--- config.mk ---
export PLATFORM = sky130hd
export DESIGN_NAME = afsw_fifo
export DESIGN_NICKNAME = d
export VERILOG_FILES = /design/src/rtl/afsw_pkg.sv /design/src/rtl/afsw_fifo.sv
export SDC_FILE = /design/constraint.sdc
export NUM_CORES = 1
export LEC_CHECK = 0
export ABC_AREA = 1
export BUFFER_PORTS_ARGS = -buffer_cell sky130_fd_sc_hd__buf_2
export CORE_UTILIZATION = 39
export CTS_BUF_LIST = sky130_fd_sc_hd__clkbuf_4 sky130_fd_sc_hd__clkbuf_8
export CTS_CLUSTER_DIAMETER = 100
export DETAILED_ROUTE_END_ITERATION = 10
export GPL_TIMING_DRIVEN = 0
export PLACE_DENSITY_LB_ADDON = 0.2
export SETUP_SLACK_MARGIN = 0.4
export SLEW_MARGIN = 15
export SYNTH_ARGS = -nofsm -noshare
export SYNTH_HDL_FRONTEND = slang
export SYNTH_SLANG_ARGS = --single-unit
--- constraint.sdc ---
create_clock -name clk_i -period 4.7 [get_ports clk_i]
set_clock_uncertainty 0.15 [all_clocks]
set_input_delay 0.705 -clock clk_i [delete_from_list [all_inputs] [get_ports clk_i]]
set_output_delay 0.705 -clock clk_i [all_outputs]
set_load 0.05 [all_outputs]
--- src/rtl/afsw_pkg.sv ---
`timescale 1ns / 1ps
// Shared types and constants for the affine forward splat warp.
// No dependencies.
package afsw_pkg;

  localparam int COORD_BITS    = 12;
  localparam int FRAC_BITS     = 16;
  localparam int MAX_SPLAT_DEF = 8;
  localparam int COEF_W        = 32;
  localparam int CHAN_W        = 8;
  localparam int CFG_IDX_W     = 4;
  localparam int LIM_W         = COORD_BITS + 1;
  localparam int PROD_W        = COEF_W + COORD_BITS + 1;
  localparam int ACC_W         = PROD_W + 2;
  localparam int POS_W         = ACC_W - FRAC_BITS + 2;
  localparam int Q_DEPTH       = 2;

  localparam logic [CFG_IDX_W-1:0] REG_COEF_XX  = CFG_IDX_W'(0);
  localparam logic [CFG_IDX_W-1:0] REG_COEF_XY  = CFG_IDX_W'(1);
  localparam logic [CFG_IDX_W-1:0] REG_OFFSET_X = CFG_IDX_W'(2);
  localparam logic [CFG_IDX_W-1:0] REG_COEF_YX  = CFG_IDX_W'(3);
  localparam logic [CFG_IDX_W-1:0] REG_COEF_YY  = CFG_IDX_W'(4);
  localparam logic [CFG_IDX_W-1:0] REG_OFFSET_Y = CFG_IDX_W'(5);
  localparam logic [CFG_IDX_W-1:0] REG_DST_COLS = CFG_IDX_W'(6);
  localparam logic [CFG_IDX_W-1:0] REG_DST_ROWS = CFG_IDX_W'(7);

  localparam logic [COEF_W-1:0] RST_COEF_ONE = COEF_W'(1) << FRAC_BITS;
  localparam logic [LIM_W-1:0]  RST_DST_COLS = LIM_W'(640);
  localparam logic [LIM_W-1:0]  RST_DST_ROWS = LIM_W'(480);
  localparam logic [LIM_W-1:0]  LIM_MAX      = LIM_W'(1) << COORD_BITS;

  typedef struct packed {
    logic signed [COEF_W-1:0] coef_xx;
    logic signed [COEF_W-1:0] coef_xy;
    logic signed [COEF_W-1:0] offset_x;
    logic signed [COEF_W-1:0] coef_yx;
    logic signed [COEF_W-1:0] coef_yy;
    logic signed [COEF_W-1:0] offset_y;
    logic [LIM_W-1:0]         col_lim;
    logic [LIM_W-1:0]         row_lim;
  } cfg_t;

  // clipped write window of one source pixel, hi bounds exclusive
  typedef struct packed {
    logic [LIM_W-1:0]  col_lo;
    logic [LIM_W-1:0]  col_hi;
    logic [LIM_W-1:0]  row_lo;
    logic [LIM_W-1:0]  row_hi;
    logic [CHAN_W-1:0] red;
    logic [CHAN_W-1:0] green;
    logic [CHAN_W-1:0] blue;
  } span_t;

endpackage

--- src/rtl/afsw_fifo.sv ---
`timescale 1ns / 1ps
// Short queue of write windows between front and back end.
// Depends on afsw_pkg.
module afsw_fifo (
  input  logic            clk_i,
  input  logic            rst_ni,
  input  logic            push_i,
  input  afsw_pkg::span_t span_i,
  output logic            full_o,
  input  logic            pop_i,
  output logic            empty_o,
  output afsw_pkg::span_t span_o
);

  localparam int DEPTH = afsw_pkg::Q_DEPTH;
  localparam int PTR_W = $clog2(DEPTH);
  localparam int CNT_W = $clog2(DEPTH + 1);

  afsw_pkg::span_t    mem_q [DEPTH];
  logic [PTR_W-1:0]   wr_ptr_q, rd_ptr_q;
  logic [CNT_W-1:0]   count_q;

  function automatic logic [PTR_W-1:0] next_ptr(input logic [PTR_W-1:0] p);
    return (p == PTR_W'(DEPTH - 1)) ? PTR_W'(0) : PTR_W'(p + 1'b1);
  endfunction

  assign full_o  = (count_q == CNT_W'(DEPTH));
  assign empty_o = (count_q == '0);
  assign span_o  = mem_q[rd_ptr_q];

  always_ff @(posedge clk_i) begin
    if (push_i) begin
      mem_q[wr_ptr_q] <= span_i;
    end
  end

  always_ff @(posedge clk_i or negedge rst_ni) begin
    if (!rst_ni) begin
      wr_ptr_q <= '0;
      rd_ptr_q <= '0;
      count_q  <= '0;
    end else begin
      if (push_i) wr_ptr_q <= next_ptr(wr_ptr_q);
      if (pop_i)  rd_ptr_q <= next_ptr(rd_ptr_q);
      if (push_i && !pop_i) begin
        count_q <= count_q + 1'b1;
      end else if (pop_i && !push_i) begin
        count_q <= count_q - 1'b1;
      end
    end
  end

endmodule

; Yosys cells after proc, flatten, opt, wreduce, memory -nomap -nowiden
; Memory sizes are Yosys's and may differ from the RTL's.
; Index checks and enable logic that the tools add are counted.
[totals]
ff_bits = 4
latch_bits = 0
ramBits = 152
romBits = 0
n_memories = 1
[classes]
n_addsub = 4
mul = 0
div = 0
order_cmp = 0
eq_ne = 1
shift = 0
n_mux = 6
n_bitwise = 0
n_reduce_logical = 6
[mem_list]
columns = name, words, width, rd, rd_clocked_by_memory_dff, wr, line
row1 = mem_q, 2, 76, 1, 0, 1, afsw_fifo.sv:19  ; afsw_pkg::span_t mem_q [DEPTH];
[ops]
columns = operator, n
row1 = $mux W1, 4
row2 = $mux W2, 2
row3 = $add A1 B1 Y1 const B, 2
row4 = $add A2 B1 Y2 const B, 1
row5 = $eq A2 B2 Y1 const B, 1
row6 = $logic_and A1 B1 Y1, 2
row7 = $logic_not A1 Y1, 2
row8 = $logic_not A2 Y1, 1
row9 = $reduce_bool A2 Y1, 1
row10 = $sub A2 B1 Y2 const B, 1

; Logic depth before layout (Yosys ltp)
[depth]
ltp_word = 4
ltp_mapped = 7
ltp_nobuf = 7

; Worst setup path before layout
; OpenSTA, ideal clock, no wires.
[synth_path]
path_kind = input -> register
start = input push_i
end = memory mem_q[0][0] (netlist name), enable pin
arrival_ns = 3.930
t_required_ns = 4.037
slack_ns = 0.108
stages = 2
n_path_buf = 0
cell_sequence = inv_1 > nor2_1
[synth_via]
elab_chain_cells = 2
[synth_lines]
columns = item, line
row1 = start: declaration, afsw_fifo.sv:7  ; input logic push_i,
row2 = $mux W1, afsw_fifo.sv:32  ; if (push_i) begin
row3 = $mux W1 (not written as such), afsw_fifo.sv:33  ; mem_q[wr_ptr_q] <= span_i;
row4 = end: declaration, afsw_fifo.sv:19
; Every way passes these cells.

==> impl_metrics.toml <==
[outcome]
status = "complete, no violations"

[floorplanning]
core_area_sq_um = 14500
start_util_pct = 40.1
die_width_um = 124
die_y_um = 124
rows = 44
dieArea_sq_um = 15400
io_pins = 158

[drt]
vias = 2940
drt_pass1_iterations = 4
avgRoutedWirePerCell_um = 15.4
antenna_left = 0
vias_per_cell = 4.60
drc = 0
dr.first_iter.drc_count = 130
wirelength_um = 9840

[timing]
finalMaxSlewViolations = 0
finalCritPeriodShare_pct = 56.1
rsz0062_at_grt = "no"
setup_tns_ps = 0
setup_violations = 0
tightest_slew_ps = 453
clock.fmax_ghz = 0.379
hold_violations = 0
period_minus_slack_ps = 2640
max_slew_margin_pct = 69.8

[pwr]
p_seq_share_pct = 37.5
internal-power_w = 0.00300
cellLeakagePower_nw = 2.87
p_sw_share_pct = 40.8
finalPower_w = 0.00508
clkPwrFrac_pct = 18.3
switchingPower_w = 0.00207
peakVddDrop_mv = 0.312
power.density_nw_per_um2 = 693
combPwrFrac_pct = 44.1

[critical_path]
cp_max_fo = 10
worstSetupStartpointType = "register"
crit_type = "register to output port"
timing.rr.start = "wr_ptr_q"
crit_start = "rd_ptr_q"
r2r_end = "mem_q[1][9]"
end_kind = "output port"
crit_required_ps = 3850
worstPathArrival_ps = 1780
ff2ff_path_depth = 3
worst-r2r-setup-slack_ps = 2980

[flow_run]
max_cap_violations = 0

[grt]
antenna_found_initial = 0
grt_usage_pct = 13.6
grt_pass1_wl_um = 15900
grt_max_degree = 47
grt_overflow_total = 0
first_global_vias = 3134

[hold_path]
whs_endpoint = "mem_q[1][17]"
hp-start = "span_i[17]"
whs_path_depth = 1
hold_path.class = "primary input to register"

[yosys]
synth_cell_types = 15
synth_top_area_share_pct = 78.3
synthesis.area_sq_um = 5830
yosys.area_share.xor_xnor_pct = 0.451
synthCells = 262
synth-seq-cells = 156
synth_top_family_by_area = "multiplexers"
yosysTopAreaCell = "edfxtp_1"
synth_mux_area_share_pct = 16.6
synth_compound_area_share_pct = 0
avgSynthCellArea_sq_um = 22.2
yosys-top-cells-area = "edfxtp_1 (78%), mux2_2 (8.9%), mux2_4 (7.7%)"
yosys.area_share.simple_pct = 0.709
ys_seq_area_share_pct = 80.1
yosysWarnings = 0
synthAdderAreaFrac_pct = 0.215
synth_fp_nets = 343

[clock_network]
insertion_delay_ps = 430
post_cts_buffers = 0
path_clk_slew_ps = 80
cts_made_buffers = 17
cts-root-buf = "clkbuf_8"
cts_tree = "built"
cts_htree_levels = 4
cts_buffer_depth = 2
cts.sinks = 156

[final_layout]
final_common_cell = "buf_2"
areaGrowthSynthToFinish_pct = 25.7
final_cell_mix = "buf_2 (161), edfxtp_1 (152), mux2_2 (46)"
drive_gt1_share_pct = 60.9
diodes = 0
final_nets = 524

[placed_design]
place.port_buffers = 157
hpwl_um = 6550
gp_congestion = 0.660
kinds of logic after synthesis:
kind of cell / count (synthesis)
multiplexers: 76
XOR/XNOR: 3
flip-flops: 156
AND/OR/NAND/NOR: 10
buffers and inverters: 16
adder cells (fa/ha/maj): 1
synthesized netlist by cell type:
cell type and instances:
buf_2 4, buf_6 2, buf_8 3, dfrtp_1 4, edfxtp_1 152, ha_1 1, inv_1 7, mux2_2 46
mux2_4 30, nand2_1 5, nand3_1 1, nand4_1 1, nor2_1 3, xnor2_1 1, xor2_1 2
per-stage QoR:
| stage | utilization, % | instance area, sq um | cells | hold WS (ps) | worst slack (ps) |
|---|---|---|---|---|---|
| 2_1_floorplan | - | 5830 | 262 | 259 | 1430 |
| 3_3_place_gp | 47.1 | 6850 | 603 | 338 | 86.6 |
| 3_5_place_dp | 47.8 | 6950 | 607 | 353 | 2500 |
| 4_1_cts | 50.4 | 7330 | 639 | 264 | 1990 |
| 5_1_grt | 50.4 | 7330 | 639 | 258 | 1940 |
| 6_report | 50.4 | 7330 | 639 | 307 | 2060 |
registers in the layout, indices dropped and copies added (netlist names):
register and flops:
wr_ptr_q 1, mem_q 152, count_q 2, rd_ptr_q 1
power groups by stage:
stage	clock network (W)	registers, W	logic, W
after floorplan	0	0.00194	0.00179
after global placement	0	0.00196	0.00221
after detailed placement	0	0.00194	0.00227
after CTS	0.000964	0.00191	0.00228
after global routing	0.00102	0.00193	0.00235
final	0.000931	0.00191	0.00224
how the worst max path moves through the flow:
stage	endpoint	slack (ps)	cells after the start
floorplan	mem_q[0][0]	1430	2
global placement	mem_q[0][38]	90	3
detailed placement	span_o[22]	2500	5
CTS	span_o[21]	1990	5
global route	span_o[22]	1940	5
finish	span_o[22]	2060	5
what timing repair did:
action	CTS	global route
hold buffers	1	0
endpoints found under the hold margin	4	0
resized for setup	0	0
worst max-delay path, cell delays in order, from the launching register on:
cell,delay (ps)
dfrtp_1,350
buf_6,110
buf_6,180
buf_8,180
mux2_4,300
buf_2,220
metal layers:
| metal | vias to the layer above | routed length (um) | GRT usage (%) |
|---|---|---|---|
| li1 | 1387 | - | - |
| met1 | 1430 | 4190 | 15.8 |
| met2 | 111 | 4690 | 21.5 |
| met3 | 12 | 800 | 6.12 |
| met4 | 0 | 167 | 6.17 |
| met5 | - | 0 | 0 |
area by class of cell:
type	instances	area, sq um
flip-flops and latches	156	4660
clock inverters	13	128
fillers	1264	7210
inverters	7	28.8
repair buffers	162	891
plain buffers	9	87.6
well taps	184	230
clock buffers	18	241
multi-input cells	90	1060
No activity file was read; power rests on OpenSTA's default activity.
