$ cat config.mk
export PLATFORM = sky130hd
export DESIGN_NAME = afsw_cfg
export DESIGN_NICKNAME = d
export VERILOG_FILES = /design/src/rtl/afsw_pkg.sv /design/src/rtl/afsw_cfg.sv
export SDC_FILE = /design/constraint.sdc
export NUM_CORES = 1
export LEC_CHECK = 0
export ABC_AREA = 0
export BUFFER_PORTS_ARGS = -buffer_cell sky130_fd_sc_hd__buf_2
export CAP_MARGIN = 30
export CORE_MARGIN = 2
export CORE_UTILIZATION = 58
export DETAILED_ROUTE_END_ITERATION = 16
export PLACE_DENSITY = 0.84
export SLEW_MARGIN = 0
export SYNTH_ARGS = -nofsm -noshare
export SYNTH_HDL_FRONTEND = slang
export SYNTH_SLANG_ARGS = --single-unit
$ cat constraint.sdc
create_clock -name clk_i -period 8.44 [get_ports clk_i]
set_input_delay 2.532 -clock clk_i [delete_from_list [all_inputs] [get_ports clk_i]]
set_output_delay 2.532 -clock clk_i [all_outputs]
set_load 0.05 [all_outputs]
$ cat src/rtl/afsw_pkg.sv
`timescale 1ns / 1ps
// Shared types and constants for the affine forward splat warp.
// No dependencies.
package afsw_pkg;

  localparam int COORD_BITS    = 12;
  localparam int FRAC_BITS     = 16;
  localparam int MAX_SPLAT_DEF = 8;
  localparam int COEF_W        = 32;
  localparam int CHAN_W        = 8;
  localparam int CFG_IDX_W     = 4;
  localparam int LIM_W         = COORD_BITS + 1;
  localparam int PROD_W        = COEF_W + COORD_BITS + 1;
  localparam int ACC_W         = PROD_W + 2;
  localparam int POS_W         = ACC_W - FRAC_BITS + 2;
  localparam int Q_DEPTH       = 2;

  localparam logic [CFG_IDX_W-1:0] REG_COEF_XX  = CFG_IDX_W'(0);
  localparam logic [CFG_IDX_W-1:0] REG_COEF_XY  = CFG_IDX_W'(1);
  localparam logic [CFG_IDX_W-1:0] REG_OFFSET_X = CFG_IDX_W'(2);
  localparam logic [CFG_IDX_W-1:0] REG_COEF_YX  = CFG_IDX_W'(3);
  localparam logic [CFG_IDX_W-1:0] REG_COEF_YY  = CFG_IDX_W'(4);
  localparam logic [CFG_IDX_W-1:0] REG_OFFSET_Y = CFG_IDX_W'(5);
  localparam logic [CFG_IDX_W-1:0] REG_DST_COLS = CFG_IDX_W'(6);
  localparam logic [CFG_IDX_W-1:0] REG_DST_ROWS = CFG_IDX_W'(7);

  localparam logic [COEF_W-1:0] RST_COEF_ONE = COEF_W'(1) << FRAC_BITS;
  localparam logic [LIM_W-1:0]  RST_DST_COLS = LIM_W'(640);
  localparam logic [LIM_W-1:0]  RST_DST_ROWS = LIM_W'(480);
  localparam logic [LIM_W-1:0]  LIM_MAX      = LIM_W'(1) << COORD_BITS;

  typedef struct packed {
    logic signed [COEF_W-1:0] coef_xx;
    logic signed [COEF_W-1:0] coef_xy;
    logic signed [COEF_W-1:0] offset_x;
    logic signed [COEF_W-1:0] coef_yx;
    logic signed [COEF_W-1:0] coef_yy;
    logic signed [COEF_W-1:0] offset_y;
    logic [LIM_W-1:0]         col_lim;
    logic [LIM_W-1:0]         row_lim;
  } cfg_t;

  // clipped write window of one source pixel, hi bounds exclusive
  typedef struct packed {
    logic [LIM_W-1:0]  col_lo;
    logic [LIM_W-1:0]  col_hi;
    logic [LIM_W-1:0]  row_lo;
    logic [LIM_W-1:0]  row_hi;
    logic [CHAN_W-1:0] red;
    logic [CHAN_W-1:0] green;
    logic [CHAN_W-1:0] blue;
  } span_t;

endpackage

$ cat src/rtl/afsw_cfg.sv
`timescale 1ns / 1ps
// Configuration registers, clipping bounds and splat side derivation.
// Depends on afsw_pkg.
module afsw_cfg #(
  parameter int MAX_SPLAT = afsw_pkg::MAX_SPLAT_DEF,
  localparam int SIDE_W   = $clog2(MAX_SPLAT + 1)
) (
  input  logic                             clk_i,
  input  logic                             rst_ni,
  input  logic                             cfg_valid_i,
  input  logic [afsw_pkg::CFG_IDX_W-1:0]   cfg_index_i,
  input  logic [afsw_pkg::COEF_W-1:0]      cfg_data_i,
  output afsw_pkg::cfg_t                   cfg_o,
  output logic [SIDE_W-1:0]                side_o
);

  localparam int UP_W = afsw_pkg::COEF_W + 2;
  localparam logic [UP_W-1:0] ROUND_UP = UP_W'((64'd1 << afsw_pkg::FRAC_BITS) - 64'd1);

  logic signed [afsw_pkg::COEF_W-1:0] coef_xx_q, coef_xy_q, offset_x_q;
  logic signed [afsw_pkg::COEF_W-1:0] coef_yx_q, coef_yy_q, offset_y_q;
  logic [afsw_pkg::LIM_W-1:0]         dst_cols_q, dst_rows_q;
  logic signed [afsw_pkg::COEF_W-1:0] mx_a, mx_b, mx_d, mx_q;
  logic [UP_W-1:0]                    up_w, sq_w;
  logic [SIDE_W-1:0]                  side_d, side_q;

  always_ff @(posedge clk_i or negedge rst_ni) begin
    if (!rst_ni) begin
      coef_xx_q  <= afsw_pkg::RST_COEF_ONE;
      coef_xy_q  <= '0;
      offset_x_q <= '0;
      coef_yx_q  <= '0;
      coef_yy_q  <= afsw_pkg::RST_COEF_ONE;
      offset_y_q <= '0;
      dst_cols_q <= afsw_pkg::RST_DST_COLS;
      dst_rows_q <= afsw_pkg::RST_DST_ROWS;
    end else if (cfg_valid_i) begin
      case (cfg_index_i)
        afsw_pkg::REG_COEF_XX:  coef_xx_q  <= cfg_data_i;
        afsw_pkg::REG_COEF_XY:  coef_xy_q  <= cfg_data_i;
        afsw_pkg::REG_OFFSET_X: offset_x_q <= cfg_data_i;
        afsw_pkg::REG_COEF_YX:  coef_yx_q  <= cfg_data_i;
        afsw_pkg::REG_COEF_YY:  coef_yy_q  <= cfg_data_i;
        afsw_pkg::REG_OFFSET_Y: offset_y_q <= cfg_data_i;
        afsw_pkg::REG_DST_COLS: dst_cols_q <= cfg_data_i[afsw_pkg::LIM_W-1:0];
        afsw_pkg::REG_DST_ROWS: dst_rows_q <= cfg_data_i[afsw_pkg::LIM_W-1:0];
        default: ;
      endcase
    end
  end

  // largest linear coefficient, then side = ceil(2 * max), saturated
  always_comb begin
    mx_a = (coef_xx_q > coef_xy_q) ? coef_xx_q : coef_xy_q;
    mx_b = (coef_yx_q > coef_yy_q) ? coef_yx_q : coef_yy_q;
    mx_d = (mx_a > mx_b) ? mx_a : mx_b;
  end

  always_comb begin
    up_w = {2'b00, mx_q[afsw_pkg::COEF_W-2:0], 1'b0} + ROUND_UP;
    sq_w = up_w >> afsw_pkg::FRAC_BITS;
    if (mx_q <= 0) begin
      side_d = '0;
    end else if (sq_w > UP_W'(MAX_SPLAT)) begin
      side_d = SIDE_W'(MAX_SPLAT);
    end else begin
      side_d = sq_w[SIDE_W-1:0];
    end
  end

  always_ff @(posedge clk_i) begin
    mx_q   <= mx_d;
    side_q <= side_d;
  end

  always_comb begin
    cfg_o.coef_xx  = coef_xx_q;
    cfg_o.coef_xy  = coef_xy_q;
    cfg_o.offset_x = offset_x_q;
    cfg_o.coef_yx  = coef_yx_q;
    cfg_o.coef_yy  = coef_yy_q;
    cfg_o.offset_y = offset_y_q;
    cfg_o.col_lim  = (dst_cols_q > afsw_pkg::LIM_MAX) ? afsw_pkg::LIM_MAX : dst_cols_q;
    cfg_o.row_lim  = (dst_rows_q > afsw_pkg::LIM_MAX) ? afsw_pkg::LIM_MAX : dst_rows_q;
  end

  assign side_o = side_q;

endmodule

Word-level counts from Yosys, hierarchy flattened. Cells that the tools add are included.

Register bits after elaboration: 254. Bits in latches: 0. RAM bits: 0. Bits in read-only memories: 0. Logic and storage cells: 42. Memories kept: 0.

Add/sub/neg operators: 1. $mul: 0. Div/mod/pow operators: 0. Magnitude comparators: 7. Eq/ne operators: 7. Shifts and indexed selects: 0. Multiplexer cells: 6. Bitwise gates (word level): 0. Reduce and logical (&&, ||, !) cells: 10.

Operators by type and width (count): $gt 32x32->1 (3); $mux 32 (3); $add 32x16->33 const B (1); $le 32x1->1 const B (1); $gt 13x13->1 const B (2); $mux 13 (2); $gt 17x4->1 const B (1); $eq 4x3->1 const B (4); $reduce_and 2->1 (8); $eq 4x2->1 const B (2); $eq 4x1->1 const B (1); $logic_not 4->1 (1); $mux 4 (1); $reduce_or 2->1 (1).

Logic depth before layout (Yosys ltp).
Word-level depth: 4. Depth in mapped cells: 22.

Worst setup path after synthesis. OpenSTA, ideal clock, no wires.

Path type: reg-to-reg. Start point: register coef_xy_q[31] (netlist bit). End point: register mx_q[10] (netlist bit). Library setup time: 0.072 ns. Arrival time: 4.704 ns. Setup slack: 3.664 ns. Cell stages (with the launch flop): 23. Buffers on the path: 5. Clock period less this slack: 4.776 ns. Path through: dfrtp_1 inv_1 ha_1 buf_4 nand4_4 or4_1 clkbuf_1 nor2b_2 buf_4 buf_6 a211o_1 o2111ai_1 a211oi_2 inv_1 ha_1 nand4_1 nor4_1 and4bb_2 o22ai_1 and3_1 a21oi_1 buf_2 mux2i_1.

Word-level cells in the longest chain between the ends: 4.

Ends and longest elaborated chain: start: declaration (line afsw_cfg.sv:20) `logic signed [afsw_pkg::COEF_W-1:0] coef_xx_q, coef_xy_q, offset_x_q;`; start signal: assignment (line afsw_cfg.sv:40) `afsw_pkg::REG_COEF_XY: coef_xy_q <= cfg_data_i;`; $gt 32x32->1 (line afsw_cfg.sv:54) `mx_a = (coef_xx_q > coef_xy_q) ? coef_xx_q : coef_xy_q;`; $mux 32 * (line afsw_cfg.sv:54); $gt 32x32->1 (line afsw_cfg.sv:56) `mx_d = (mx_a > mx_b) ? mx_a : mx_b;`; $mux 32 * (line afsw_cfg.sv:56); named net mx_d, one bit (line afsw_cfg.sv:23) `logic signed [afsw_pkg::COEF_W-1:0] mx_a, mx_b, mx_d, mx_q;`; end signal: assignment (line afsw_cfg.sv:72) `mx_q <= mx_d;`; end: declaration (line afsw_cfg.sv:23).

Mark *: on every way through the listed nets, which the timed path passes. The rest lies on a longest branch. A chain may end at the register's enable or synchronous reset.

Worst setup path after layout.
Start point: register coef_yy_q[31] (netlist bit). End point: register mx_q[31] (netlist bit).

Word-level cells in the longest chain between the ends: 4.

Ends and longest elaborated chain: start: declaration (line afsw_cfg.sv:21) `logic signed [afsw_pkg::COEF_W-1:0] coef_yx_q, coef_yy_q, offset_y_q;`; start signal: assignment (line afsw_cfg.sv:33) `coef_yy_q <= afsw_pkg::RST_COEF_ONE;`; start signal: assignment (line afsw_cfg.sv:43) `afsw_pkg::REG_COEF_YY: coef_yy_q <= cfg_data_i;`; $gt 32x32->1 (line afsw_cfg.sv:55) `mx_b = (coef_yx_q > coef_yy_q) ? coef_yx_q : coef_yy_q;`; $mux 32 * (line afsw_cfg.sv:55); $gt 32x32->1 (line afsw_cfg.sv:56); $mux 32 * (line afsw_cfg.sv:56); named net mx_d, one bit (line afsw_cfg.sv:23).

Marks and branches as above.

==> summary.md <==
| Metric | Value |
|---|---|
| R2r worst-path depth | `20` |
| Post-synth EDFFs | `0` |
| Final WL | `~48,000 um` |
| Crit path DAT | `6560 ps` |
| RR Startpoint | `coef_yy_q[31]` |
| CTS Sinks | `between 200 and 300` |
| Worst slew margin | `between 30% and 40%` |
| WL/cell | `about 23 um` |
| Clk buf depth | `3` |
| Diode count | `0` |
| Die Y | `about 170 um` |
| Syn Nets | `between 1,500 and 2,000` |
| I/O Pins | `roughly 260` |
| Worst r2r dst | `mx_q[31]` |
| Vias in the first global route | `about 13,000` |
| Register area share after synthesis | `approximately 40%` |
| Hold WS | `between 500 and 600 ps` |
| Post_cts resized | `0` |
| Congestion Overflow GR | `0` |
| Vias post-DR | `approximately 14,000` |
| Finished Core Util | `a little over two thirds` |
| Detailed placement HPWL | `~33,000 um` |
| Final ANT Viol Nets | `0` |
| Chip width | `167.6 um` |
| Clock-pin slew on the worst setup and hold paths | `approximately 60 ps` |
| Fin crit period | `6095 ps` |
| Min-delay worst type | `reg2reg` |
| Post-CTS setup repair buffer count | `0` |
| CTS tree | `done` |
| Status | `complete, no violations` |
| Slew Viols, Final | `0` |
| Asr flop ratio synth | `around 86%` |
| Initial DRT Pass Iterations | `5` |
| RSZ-0062 raised after global routing | `no` |
| Endpoints failing setup | `0` |
| Min-delay src | `offset_x_q[27]` |
| Antenna violations before repair | `0` |
| Setup Crit Path Kind | `reg2reg` |
| Most frequent cells in the layout | `buf_2 (259), dfrtp_1 (210), mux2_2 (181)` |
| Worst Tran Pin Value | `976.3 ps` |
| Synth cell types | `63` |
| Drt drc | `0` |
| Gpl congestion | `around 0.9` |
| Dpl cells | `between 2,000 and 2,500` |
| Netlist Area Pre-Place | `~0.016 mm^2` |
| Post-Layout Cell Count | `2,109` |
| Fin crit share | `between 70 and 80%` |
| Latest clock arrival within the worst-skew pair | `about 550 ps` |
| Initial DRC Count | `~1,400` |
| Pleak | `approximately 8.7 nW` |
| Hold Path Sink | `offset_x_q[27]` |
| Post-Layout Inst Area | `0.01820 mm^2` |
| Worst endpoint required time | `8910 ps` |
| Clk_skew | `~11 ps` |
| Flops & latches, synth | `254` |
| Dpl cell area | `between 0.015 and 0.02 mm^2` |
| # hold bufs at CTS | `0` |
| Most common cell after layout, fill and taps aside | `buf_2` |
| Root buffer cell | `clkbuf_16` |
| Buffers on Ports | `260` |
| Row count | `59` |
| Worst R2R Setup Slack | `2350 ps` |
| Startpoint types | `register` |
| TNS Setup | `0 ps` |
| Filler Cell Count | `around 1,900` |
| Syn avg cell area | `roughly 10 um^2` |
| First-pass GRT wire length | `75,440 um` |
| CP Capture Type | `register` |
| Largest net degree at the start of global routing | `between 90 and 100` |
| Peak supply drop | `between 0.2 and 0.3 mV` |
| CP Max Fanout | `34` |
| Most used DFF post-synth | `dfrtp_1` |
| MaxCap Viol Count | `0` |
| DR vias/cell | `6.539` |
| Synthesized instance count | `roughly 1,500` |
| Fmax | `roughly 0.16 GHz` |
| GRT Total Usage | `33.52%` |
| NumNets Final | `about 1,900` |
| Proportion of layout cells with a drive suffix above 1 | `approximately a third` |
| CTS buffer count | `28` |
| Die area | `~0.028 mm^2` |
| Area growth syn-to-layout | `17.14%` |
| Hold Crit Depth | `1` |
| Core footprint | `between 0.02 and 0.03 mm^2` |
| Initial core utilization | `59.27%` |
| H-tree levels | `1` |
| Ys Warns | `0` |
| Hold Violations, Final | `0` |
| Power density over the cells | `just over 400 mW/mm^2` |
==> power breakdown <==
| part | switching, mW | internal, mW | leakage (nW) | total [mW] |
|---|---|---|---|---|
| clock network | 0.509 | 0.866 | 0.511 | 1.37 |
| logic | 2.74 | 1.43 | 5.23 | 4.17 |
| registers | 0.342 | 1.57 | 2.95 | 1.91 |
==> registers in the layout (all words and copies together), names as in the netlist <==
name        flops
dst_rows_q     13
mx_q           32
coef_yy_q      32
offset_x_q     32
dst_cols_q     13
coef_xx_q      32
coef_yx_q      32
offset_y_q     32
side_o          4
coef_xy_q      32
==> final cells by class <==
class / count / area (um^2) / area share (%)
tap: 335 / 419.2 / 2.304
multi-input combinational: 1039 / 8411 / 46.22
clock buffer: 36 / 782.0 / 4.298
sequential: 254 / 6186 / 34.00
timing repair buffer: 294 / 1627 / 8.940
clock inverter: 15 / 260.3 / 1.430
inverter: 136 / 510.5 / 2.806
==> routing by layer <==
metal	share of wire, %	global-route usage (%)	routed length [um]
met1	39	42.96	18950
met2	46	55.02	22300
met3	7.9	5.011	3814
met4	6.3	18.15	3028
met5	0	0	0
==> synth_stat cells, types with 4 or more instances <==
library cell	n	share of area (%)
dfrtp_1	210	34
mux2_2	181	13
inv_1	136	3.3
nand2_1	98	2.4
ha_1	96	7.7
clkbuf_1	90	2.2
a21oi_1	73	2.4
o21ai_0	48	1.5
nor3_1	38	1.2
and3_1	37	1.5
dfxtp_1	36	4.6
a31oi_1	35	1.4
nand2b_1	34	1.4
o211ai_1	34	1.6
mux2i_1	32	2.1
a211o_1	31	1.7
nand4b_1	31	1.7
o2111ai_1	31	1.7
o221ai_1	31	1.7
o31ai_1	30	1.5
a211oi_2	26	2.1
nand4_1	26	1.0
nor2b_1	26	1.0
nor2_1	19	0.46
buf_2	14	0.45
nand3_1	13	0.42
nor4_1	11	0.44
dfstp_2	8	1.4
a211oi_1	7	0.34
buf_1	6	0.14
buf_4	5	0.24
mux2_1	5	0.36
a21o_1	4	0.19
nand3b_1	4	0.19
nor3b_1	4	0.19
==> worst max-delay path by stage <==
stage / startpoint / end / slack [ps]
4_1_cts: coef_yy_q[31] / mx_q[16] / 2480
6_report: coef_yy_q[31] / mx_q[31] / 2350
2_1_floorplan: coef_xy_q[31] / mx_q[10] / 3660
3_3_place_gp: coef_yy_q[31] / mx_q[21] / 2320
3_5_place_dp: coef_yy_q[31] / mx_q[16] / 2510
5_1_grt: coef_yy_q[31] / mx_q[16] / 1880
==> cell families (layout without fill, tap and decap cells) <==
| kind of cell | Yosys count | after routing | synth area share (%) |
|---|---|---|---|
| adders and majority gates | 96 | 96 | 7.733 |
| and+or+nand+nor | 355 | 355 | 12.87 |
| AOI/OAI and AO/OA | 368 | 368 | 17.39 |
| muxes | 218 | 218 | 15.55 |
| buffers and inverters | 254 | 481 | 6.517 |
| xor gates and xnor gates | 2 | 2 | 0.1128 |
| DFF | 254 | 254 | 39.83 |
==> worst max-delay path, cell delays in order (launching register included) <==
cell	delay (ps)
dfrtp_1	440
inv_1	60
ha_1	280
buf_4	260
inv_1	280
a21oi_1	120
a211oi_4	210
buf_4	380
and2_0	650
buf_4	390
a31oi_1	130
o221ai_1	310
ha_1	220
nand4_1	130
nor4_1	380
and4bb_2	310
o22ai_1	90
and3_1	190
a21oi_4	470
buf_4	440
mux2i_1	250
==> through the flow <==
stage / total power [mW] / setup WS [ps]
floorplan: 4.933 / 3664
global placement: 5.845 / 2317
detailed placement: 6.004 / 2510
CTS: 7.420 / 2478
global route: 7.878 / 1884
finish: 7.457 / 2345
Note: power is estimated with default switching activity, not from simulation.
