[config.mk]
export PLATFORM = sky130hd
export DESIGN_NAME = afsw_back
export DESIGN_NICKNAME = d
export VERILOG_FILES = /design/src/rtl/afsw_pkg.sv /design/src/rtl/afsw_back.sv
export SDC_FILE = /design/constraint.sdc
export NUM_CORES = 1
export LEC_CHECK = 0
export ABC_AREA = 1
export BUFFER_PORTS_ARGS = -buffer_cell sky130_fd_sc_hd__clkbuf_2
export CAP_MARGIN = 20
export CORE_AREA = 4 4 118 120
export DETAILED_ROUTE_END_ITERATION = 6
export DIE_AREA = 0 0 122 124
export PLACE_DENSITY = 0.77
export REMOVE_ABC_BUFFERS = 1
export SETUP_SLACK_MARGIN = 0.3
export SLEW_MARGIN = 20
export SYNTH_ARGS = -nofsm -noshare
export SYNTH_HDL_FRONTEND = slang
export SYNTH_SLANG_ARGS = --single-unit
[constraint.sdc]
create_clock -name clk_i -period 8.6 [get_ports clk_i]
set_input_delay 1.29 -clock clk_i [delete_from_list [all_inputs] [get_ports clk_i]]
set_output_delay 1.29 -clock clk_i [all_outputs]
set_load 0.02 [all_outputs]
[src/rtl/afsw_pkg.sv]
`timescale 1ns / 1ps
// Shared types and constants for the affine forward splat warp.
// No dependencies.
package afsw_pkg;

  localparam int COORD_BITS    = 12;
  localparam int FRAC_BITS     = 16;
  localparam int MAX_SPLAT_DEF = 8;
  localparam int COEF_W        = 32;
  localparam int CHAN_W        = 8;
  localparam int CFG_IDX_W     = 4;
  localparam int LIM_W         = COORD_BITS + 1;
  localparam int PROD_W        = COEF_W + COORD_BITS + 1;
  localparam int ACC_W         = PROD_W + 2;
  localparam int POS_W         = ACC_W - FRAC_BITS + 2;
  localparam int Q_DEPTH       = 2;

  localparam logic [CFG_IDX_W-1:0] REG_COEF_XX  = CFG_IDX_W'(0);
  localparam logic [CFG_IDX_W-1:0] REG_COEF_XY  = CFG_IDX_W'(1);
  localparam logic [CFG_IDX_W-1:0] REG_OFFSET_X = CFG_IDX_W'(2);
  localparam logic [CFG_IDX_W-1:0] REG_COEF_YX  = CFG_IDX_W'(3);
  localparam logic [CFG_IDX_W-1:0] REG_COEF_YY  = CFG_IDX_W'(4);
  localparam logic [CFG_IDX_W-1:0] REG_OFFSET_Y = CFG_IDX_W'(5);
  localparam logic [CFG_IDX_W-1:0] REG_DST_COLS = CFG_IDX_W'(6);
  localparam logic [CFG_IDX_W-1:0] REG_DST_ROWS = CFG_IDX_W'(7);

  localparam logic [COEF_W-1:0] RST_COEF_ONE = COEF_W'(1) << FRAC_BITS;
  localparam logic [LIM_W-1:0]  RST_DST_COLS = LIM_W'(640);
  localparam logic [LIM_W-1:0]  RST_DST_ROWS = LIM_W'(480);
  localparam logic [LIM_W-1:0]  LIM_MAX      = LIM_W'(1) << COORD_BITS;

  typedef struct packed {
    logic signed [COEF_W-1:0] coef_xx;
    logic signed [COEF_W-1:0] coef_xy;
    logic signed [COEF_W-1:0] offset_x;
    logic signed [COEF_W-1:0] coef_yx;
    logic signed [COEF_W-1:0] coef_yy;
    logic signed [COEF_W-1:0] offset_y;
    logic [LIM_W-1:0]         col_lim;
    logic [LIM_W-1:0]         row_lim;
  } cfg_t;

  // clipped write window of one source pixel, hi bounds exclusive
  typedef struct packed {
    logic [LIM_W-1:0]  col_lo;
    logic [LIM_W-1:0]  col_hi;
    logic [LIM_W-1:0]  row_lo;
    logic [LIM_W-1:0]  row_hi;
    logic [CHAN_W-1:0] red;
    logic [CHAN_W-1:0] green;
    logic [CHAN_W-1:0] blue;
  } span_t;

endpackage

[src/rtl/afsw_back.sv]
`timescale 1ns / 1ps
// Back end: walks a write window row by row, one write per cycle while the output
// is not stalled, through an output register. Depends on afsw_pkg.
module afsw_back (
  input  logic                              clk_i,
  input  logic                              rst_ni,
  input  logic                              empty_i,
  input  afsw_pkg::span_t                   span_i,
  output logic                              pop_o,
  output logic                              out_valid_o,
  input  logic                              out_ready_i,
  output logic [afsw_pkg::COORD_BITS-1:0]   out_col_o,
  output logic [afsw_pkg::COORD_BITS-1:0]   out_row_o,
  output logic [afsw_pkg::CHAN_W-1:0]       out_red_o,
  output logic [afsw_pkg::CHAN_W-1:0]       out_green_o,
  output logic [afsw_pkg::CHAN_W-1:0]       out_blue_o,
  output logic                              out_last_o
);

  localparam int LIM_W = afsw_pkg::LIM_W;

  afsw_pkg::span_t                  span_q;
  logic                             busy_q, out_valid_q;
  logic [LIM_W-1:0]                 col_q, row_q;
  logic [afsw_pkg::COORD_BITS-1:0]  o_col_q, o_row_q;
  logic [afsw_pkg::CHAN_W-1:0]      o_red_q, o_green_q, o_blue_q;
  logic                             o_last_q;
  logic                             emit, col_end, row_end;

  assign pop_o   = !busy_q && !empty_i;
  assign emit    = busy_q && (!out_valid_q || out_ready_i);
  assign col_end = (LIM_W'(col_q + 1'b1) == span_q.col_hi);
  assign row_end = (LIM_W'(row_q + 1'b1) == span_q.row_hi);

  always_ff @(posedge clk_i or negedge rst_ni) begin
    if (!rst_ni) begin
      busy_q      <= 1'b0;
      out_valid_q <= 1'b0;
    end else begin
      if (pop_o) begin
        busy_q <= 1'b1;
      end else if (emit && col_end && row_end) begin
        busy_q <= 1'b0;
      end
      if (emit) begin
        out_valid_q <= 1'b1;
      end else if (out_ready_i) begin
        out_valid_q <= 1'b0;
      end
    end
  end

  always_ff @(posedge clk_i) begin
    if (pop_o) begin
      span_q <= span_i;
      col_q  <= span_i.col_lo;
      row_q  <= span_i.row_lo;
    end else if (emit) begin
      if (col_end) begin
        col_q <= span_q.col_lo;
        row_q <= LIM_W'(row_q + 1'b1);
      end else begin
        col_q <= LIM_W'(col_q + 1'b1);
      end
    end
    if (emit) begin
      o_col_q   <= col_q[afsw_pkg::COORD_BITS-1:0];
      o_row_q   <= row_q[afsw_pkg::COORD_BITS-1:0];
      o_red_q   <= span_q.red;
      o_green_q <= span_q.green;
      o_blue_q  <= span_q.blue;
      o_last_q  <= col_end && row_end;
    end
  end

  assign out_valid_o = out_valid_q;
  assign out_col_o   = o_col_q;
  assign out_row_o   = o_row_q;
  assign out_red_o   = o_red_q;
  assign out_green_o = o_green_q;
  assign out_blue_o  = o_blue_q;
  assign out_last_o  = o_last_q;

endmodule

---- Yosys cells after proc, flatten, opt, wreduce, memory -nomap -nowiden ----
Cells that the tools add are included.
cells by class
  mux-type cells .......................... 10
  divide/modulo/power cells ............... 0
  order comparisons ....................... 0
  add/subtract/negate cells ............... 2
  equal/unequal tests ..................... 2
  reductions and logical operators ........ 14
  multiply operators ...................... 0
  bitwise logic cells ..................... 0
  shift operators ......................... 0
operators by type and width
  operator                                                         count
  13-bit 2-to-1 mux                                                6
  13-bit by 1-bit adder with 13-bit output, second input constant  2
  13-bit == test                                                   2
  2-bit nonzero test                                               4
  1-bit logical AND                                                5
  1-bit 2-to-1 mux                                                 4
  1-bit logical NOT                                                3
  2-bit AND reduction                                              1
  1-bit logical OR                                                 1
word-level totals
  bits in latches ......................... 0
  bits of input ports ..................... 80
  register bits ........................... 140
  bits in read-only memories .............. 0
  RAM bits ................................ 0
  word-level logic and storage cells ...... 44
  memories kept ........................... 0

---- Depth between registers and ports, before layout ----
Gate-level depths: netlist of the first run.
  word-level depth ........................ 7
  gate-level depth with buffers ........... 17
  mapped depth without buffers ............ 16

---- Worst setup path after synthesis of the first run ----
Ideal clock, no wire load.
  kind .................................... input-to-output
  from .................................... input empty_i
  to ...................................... output pop_o
  required time ........................... 7.310 ns
  stages on the path ...................... 3
  setup slack ............................. 3.516 ns
  arrival time ............................ 3.794 ns
  cells stage by stage .................... nor2_1 > clkbuf_1 > clkbuf_1
on the way
  cells in the longest elaborated chain, start to end .. 2
ends and longest elaborated chain
  item               line             source
  from (decl)        afsw_back.sv:7   input logic empty_i,
  1-bit logical NOT  afsw_back.sv:30  assign pop_o = !busy_q && !empty_i;
  1-bit logical AND  afsw_back.sv:30
  to (decl)          afsw_back.sv:9   output logic pop_o,
Every way passes these cells.

---- Worst setup path in the final report of the first run ----
Same ends and word-level chain as after synthesis.

==> results of run 1 <==
[logic make-up (layout without fill, tap and decap cells)]
kind of cell             count (synthesis)  count (layout)  synth area share, %
buffers and inverters                   73             228                 4.86
adder cells (fa/ha/maj)                  2               2                0.419
XOR/XNOR                                 2               2                0.293
flip-flops                             140             140                 70.2
AND/OR/NAND/NOR                        302             302                 22.7
other                                    0               1                    0
AO/OA/AOI/OAI                           16              16                 1.53
[metal layers]
layer	wire (um)	part of all wire, %	global-route usage (%)
met2	6360	50	29.4
met4	252	2.0	8.33
met5	0	0	0
met1	5340	42	20.8
met3	714	5.6	5.09
[layout make-up]
class | count | area (um2)
fill | 1091 | 5620
tap | 176 | 220
clock buffer | 20 | 437
sequential | 140 | 4190
antenna | 1 | 2.50
inverter | 64 | 241
multi-input combinational | 322 | 1500
clock inverter | 12 | 104
timing repair buffer | 132 | 666
[flip-flops by register name (all words and copies together), names as in the netlist]
name	flops
out_col_o	12
out_last_o	1
out_valid_o	1
span_q	63
row_q	13
col_q	13
out_row_o	12
out_blue_o	8
out_green_o	8
busy_q	1
out_red_o	8
[stage by stage]
stage          hold WS [ps]  area, um2  utilization [%]
2_1_floorplan           400       5920                -
6_report                415       7360             56.7
3_5_place_dp            405       6820             52.5
5_1_grt                 423       7360             56.7
4_1_cts                 417       7360             56.7
3_3_place_gp            401       6820             52.5
[power by group through the flow]
stage / sequential, uW / clock (uW) / combinational [uW]
6_report: 886 / 673 / 274
5_1_grt: 895 / 714 / 310
4_1_cts: 887 / 685 / 276
3_5_place_dp: 900 / 0 / 274
3_3_place_gp: 898 / 0 / 264
2_1_floorplan: 929 / 0 / 148
[worst max path at each step]
| stage | from | end | depth (start not counted) |
|---|---|---|---|
| 6_report | empty_i | pop_o | 4 |
| 5_1_grt | empty_i | col_q[3] | 5 |
| 4_1_cts | empty_i | row_q[7] | 5 |
| 3_5_place_dp | empty_i | row_q[0] | 5 |
| 3_3_place_gp | empty_i | row_q[0] | 5 |
| 2_1_floorplan | empty_i | row_q[0] | 3 |
[cell usage in the layout, fill, tap and decap left out]
cell type,Yosys,layout
diode_2,0,1
nor3_2,1,1
o21ai_0,7,7
buf_4,0,2
inv_1,60,59
dfrtp_1,2,2
a31oi_1,4,4
clkinv_1,1,6
inv_2,3,3
nand2_1,170,170
bufinv_16,0,2
nor2_2,4,4
o21bai_2,1,1
clkbuf_2,0,130
o21ai_2,0,1
nor3_1,1,1
nand3b_1,8,8
nand3_1,56,56
xor2_1,1,1
edfxtp_1,138,138
nand3_2,1,1
clkinv_2,0,6
a21oi_1,3,3
ha_1,2,2
clkbuf_16,0,17
xnor2_1,1,1
nor2_4,4,5
nand2_2,17,17
nand4_1,10,10
clkbuf_1,4,3
nor2_1,30,29
==> results_dict.tcl, run 1 <==
set metrics [dict create \
    fin_setup_tns_ps 0 \
    grt_pass1_wl_mm 20.0 \
    drt_pass1_iterations 4 \
    crit_path_end_kind "output pin" \
    grt_pass1_vias 4164 \
    intPower_uw 1350 \
    worst_hold_startpoint "span_q[20]" \
    synth.top_cell.area_share_pct 69.4 \
    dp_slack_ps 4450 \
    viasPerCell 4.84 \
    root_buffer "clkbuf_16" \
    run_status "finished clean" \
    p_total_uw 1830 \
    grt_max_degree 52 \
    cts_buffer_depth 2 \
    maxCapViolCount 0 \
    worst_slack_ps 5100 \
    p_switching_uw 487 \
    cp_max_fo 43 \
    routedWlPerCell_um 14.6 \
    synth_edf_count 138 \
    path_class "in2out" \
    path_clk_slew_ps 50 \
    synth_area_leader_cell "edfxtp_1" \
    synth.most_common_cell "nand2_1" \
    arrival_ps 2210 \
    htreeDepth 4 \
    fin_crit_sh_pct 40.7 \
    period_minus_slack_ps 3500 \
    critPathTopFamily "buffers and inverters" \
    dp.cells 834 \
    rows 42 \
    clock.fmax_mhz 285 \
    ios 131 \
    leakagePower_uw 0.00321 \
    vias 4197 \
    slowest_delay_ps 410 \
    synth-async-reset-ratio_pct 1.43 \
    synth_commonest_cells "nand2_1, edfxtp_1, inv_1, nand3_1, nor2_1" \
    synth_seq_cells 140 \
    rsz0062_at_grt "no" \
    synthesis.area_um2 5970 \
    dieArea_um2 15100 \
    drive_gt1_share_pct 27.5 \
    reg2reg_setup_slack_ps 5630 \
    postSynthCellCount 535 \
    nets 759 \
    layout.cells.non_filler 867 \
    insertion_delay_ps 420 \
    cts_tree "done" \
    relSlewSlack_pct 41.8 \
    slew_violations 0 \
    gp_congestion 0.852 \
    clkPwrFrac_pct 36.7 \
    whs_endpoint "out_red_o[4]" \
    synthDistinctLibCells 27 \
    hold_class "reg2reg" \
    cts.hold.buffers_added 0 \
    power_frac_comb_pct 15.0 \
    min_delay_path_depth 0 \
    setup_violations 0 \
    dieHeight_um 124 \
    initial_utilization_pct 46.0 \
    grt_overflow 0 \
    r2r_cells 13 \
    clkSinkCount 140 \
    cp.required_ps 7310 \
    worstPathCellList "clkbuf_2 -> nor2_4 -> buf_4 -> clkbuf_2" \
    ant_nets 0 \
    portBuffers 130 \
    cts_buffers 17 \
    antenna_found_initial 1 \
    pwr-share-seq_pct 48.3 \
    hold_viol_final 0 \
    cp_slowest_cell "buf_4" \
    start_kind "input port" \
    skew_ps 8.12 \
    drc 0 \
    dp_hpwl_mm 8.95 \
    cts.repair.resized 0 \
    path_buf_inv 3 \
    coreArea_um2 13000 \
    p_per_area_nw_per_um2 249 \
    ys.flop_type "edfxtp_1" \
    die_w_um 122 \
    yosys_warnings 0 \
    ys_seq_area_share_pct 70.2 \
    grt_usage_pct 17.5 \
    drtIter0Drc 346 \
    vdd_drop_max_mv 0.125 \
    worstReg2RegStart "col_q[0]" \
    switching_share_pct 26.5 \
    ys_top_cells_by_area "edfxtp_1, nand2_1, nand3_1" \
    r2r-end "row_q[4]" \
    syn2layout_area_growth_pct 23.3 \
    cts_setup_buffers 0 \
    tightest_slew_ps 874 \
    wirelength_mm 12.7 \
    path_common_cell "clkbuf_2" \
    syn_area_per_cell_um2 11.2 \
]
Power figures use the tool's default switching activity.
==> run 2: changes to the inputs <==
--- a/config.mk
+++ b/config.mk
@@ -5,12 +5,12 @@
 export SDC_FILE = /design/constraint.sdc
 export NUM_CORES = 1
 export LEC_CHECK = 0
-export ABC_AREA = 1
+export ABC_AREA = 0
 export BUFFER_PORTS_ARGS = -buffer_cell sky130_fd_sc_hd__clkbuf_2
 export CAP_MARGIN = 20
-export CORE_AREA = 4 4 118 120
+export CORE_AREA = 4 4 116 118
 export DETAILED_ROUTE_END_ITERATION = 6
-export DIE_AREA = 0 0 122 124
+export DIE_AREA = 0 0 120 122
 export PLACE_DENSITY = 0.77
 export REMOVE_ABC_BUFFERS = 1
 export SETUP_SLACK_MARGIN = 0.3
==> constraint.sdc (replaced) <==
create_clock -name clk_i -period 3.4 [get_ports clk_i]
set_input_delay 0.51 -clock clk_i [delete_from_list [all_inputs] [get_ports clk_i]]
set_output_delay 0.51 -clock clk_i [all_outputs]
set_load 0.02 [all_outputs]
==> results_dict.tcl, run 2 <==
set metrics [dict create \
    drive_gt1_share_pct 35.3 \
    leakagePower_uw 0.00276 \
    crit_path_end "col_q[3]" \
    nets 587 \
    root_buffer "clkbuf_16" \
    yosys_warnings 0 \
    dp_slack_ps 415 \
    syn_area_per_cell_um2 15.9 \
    drc 0 \
    synth_seq_cells 140 \
    mostFrequentLayoutCells "edfxtp_1, clkbuf_2, nand2_1" \
    initial_utilization_pct 46.1 \
    cts_buffers 17 \
    worst_slack_ps 499 \
    synthesis.area_um2 5750 \
    cp_max_fo 9 \
    crit_path_end_kind "register" \
    tightest_slew_ps 646 \
    hold_viol_final 0 \
    synth.top_cell.area_share_pct 72.1 \
    grt_max_degree 50 \
    rows 41 \
    path_buf_inv 1 \
    cp.required_ps 3550 \
    run_status "finished clean" \
    r2r_cells 9 \
    cp_slowest_cell "edfxtp_1" \
    drt_pass1_iterations 4 \
    rsz0062_at_grt "no" \
    critPathTopFamily "simple AND/OR/NAND/NOR gates" \
    period_minus_slack_ps 2900 \
    largest_register_ff_count 63 \
    dieHeight_um 122 \
    fin_crit_sh_pct 85.3 \
    cts_buffer_depth 2 \
    maxCapViolCount 0 \
    synth_commonest_cells "edfxtp_1, nand2_1, xnor2_1, xor2_1" \
    path_depth 9 \
    largest_register "span_q" \
    synth_area_leader_cell "edfxtp_1" \
    gp_congestion 0.898 \
    vdd_drop_max_mv 0.333 \
    worstReg2RegStart "col_q[0]" \
    final_common_cell "edfxtp_1" \
    dieArea_um2 14600 \
    synth.most_common_cell "edfxtp_1" \
    reg2reg_setup_slack_ps 500 \
    routedWlPerCell_um 16.6 \
    skew_ps 7.06 \
    postLayoutCellArea_um2 7170 \
    setup_violations 0 \
    postSynthCellCount 361 \
    relSlewSlack_pct 56.9 \
    ys.flop_type "edfxtp_1" \
    synth-async-reset-ratio_pct 1.43 \
    slowest_delay_ps 470 \
    post_dp_cell_area_um2 6570 \
    grt_overflow 0 \
    arrival_ps 3050 \
    utilization_pct 57.6 \
    clock.fmax_mhz 345 \
    top_regs "span_q x63, col_q x13, row_q x13" \
    viasPerCell 4.93 \
    drtIter0Drc 270 \
    ys_seq_area_share_pct 72.9 \
    synthDistinctLibCells 50 \
    portBuffers 130 \
    synth_edf_count 138 \
    layout.cells.non_filler 690 \
    clkSinkCount 140 \
    antenna_found_initial 0 \
    cp-startpoint "col_q[0]" \
    coreArea_um2 12500 \
    p_per_area_nw_per_um2 556 \
    ys_top_cells_by_area "edfxtp_1, xnor2_1, xor2_1" \
    grt_usage_pct 16.3 \
    r2r-end "col_q[3]" \
    slew_violations 0 \
    ant_nets 0 \
    fin_setup_tns_ps 0 \
    vias 3400 \
    insertion_delay_ps 410 \
    syn2layout_area_growth_pct 24.8 \
    wirelength_mm 11.5 \
    path_clk_slew_ps 60 \
    cts_tree "done" \
    dp.cells 657 \
    dp_hpwl_mm 8.14 \
    hold_class "in2reg" \
    start_kind "register" \
    grt_pass1_wl_mm 17.9 \
    htreeDepth 4 \
    grt_pass1_vias 3474 \
    cts_setup_buffers 0 \
    die_w_um 120 \
    worstPathCellList "ha_1 -> xnor3_1 -> o31a_1 -> nand4_1 -> nor4_4 -> nand4_4 -> buf_4 -> mux2i_1 -> o21ai_0" \
    antenna_cells 0 \
    path_class "reg2reg" \
    ios 131 \
]
-- run 2: cell count changes after synthesis, sizes merged, moves of 14 or more --
| cell | delta |
|---|---|
| nor2 | -20 |
| a21oi | +15 |
| mux2i | +14 |
| xor2 | +21 |
| xnor2 | +24 |
| inv | -57 |
| nand2 | -160 |
| nand3 | -46 |
-- run 2: layout make-up --
cell class / count / area [um2]
fillers: 1008 / 5290
flip-flops and latches: 140 / 4190
multi-input cells: 204 / 1450
repair buffers: 136 / 711
clock buffers: 17 / 425
well taps: 172 / 215
clock inverters: 15 / 155
inverters: 6 / 23.8
-- run 2: through the flow --
stage / hold slack, ps / total power, uW
floorplan: 214 / 2120
global placement: 296 / 2210
detailed placement: 297 / 2220
CTS: 249 / 4020
global route: 246 / 4130
finish: 267 / 3990
-- run 2: cells by family (layout without fill, tap and decap cells) --
| group | count (synthesis) | count (layout) | synth area share [%] |
|---|---|---|---|
| AND/OR/NAND/NOR | 96 | 96 | 9.70 |
| AO/OA/AOI/OAI | 44 | 44 | 4.85 |
| buffers and inverters | 17 | 174 | 2.09 |
| multiplexers | 14 | 14 | 2.44 |
| flip-flops | 140 | 140 | 72.9 |
| adder cells (fa/ha/maj) | 2 | 2 | 0.435 |
| XOR/XNOR | 48 | 48 | 7.55 |
-- run 2: worst min-delay path by stage --
stage / slack (ps) / startpoint / cells after the start / end
floorplan: 210 / rst_ni / 0 / busy_q
global placement: 300 / rst_ni / 1 / out_valid_o
detailed placement: 300 / rst_ni / 1 / busy_q
CTS: 250 / span_i[61] / 1 / span_q[61]
global route: 250 / span_i[59] / 1 / span_q[59]
finish: 270 / span_i[61] / 1 / span_q[61]
-- run 2: what timing repair did --
action                                  CTS  global route
hold buffers                              1             0
hold endpoints to repair                  2             0
resized for setup                         0             3
endpoints found under the setup margin    0            20
-- run 2: power by group --
group / total [uW] / switching (uW) / internal, uW
combinational: 212 / 118 / 93.8
sequential: 1970 / 33.4 / 1940
clock: 1810 / 672 / 1140
total: 3990 / 824 / 3170
-- run 2: routing by layer --
metal	routed length, um	GRT usage (%)	vias to the layer above
met2	5650	26.8	113
met4	269	7.80	0
met3	680	4.97	21
met1	4880	19.7	1620
li1	-	-	1646
met5	0	0	-
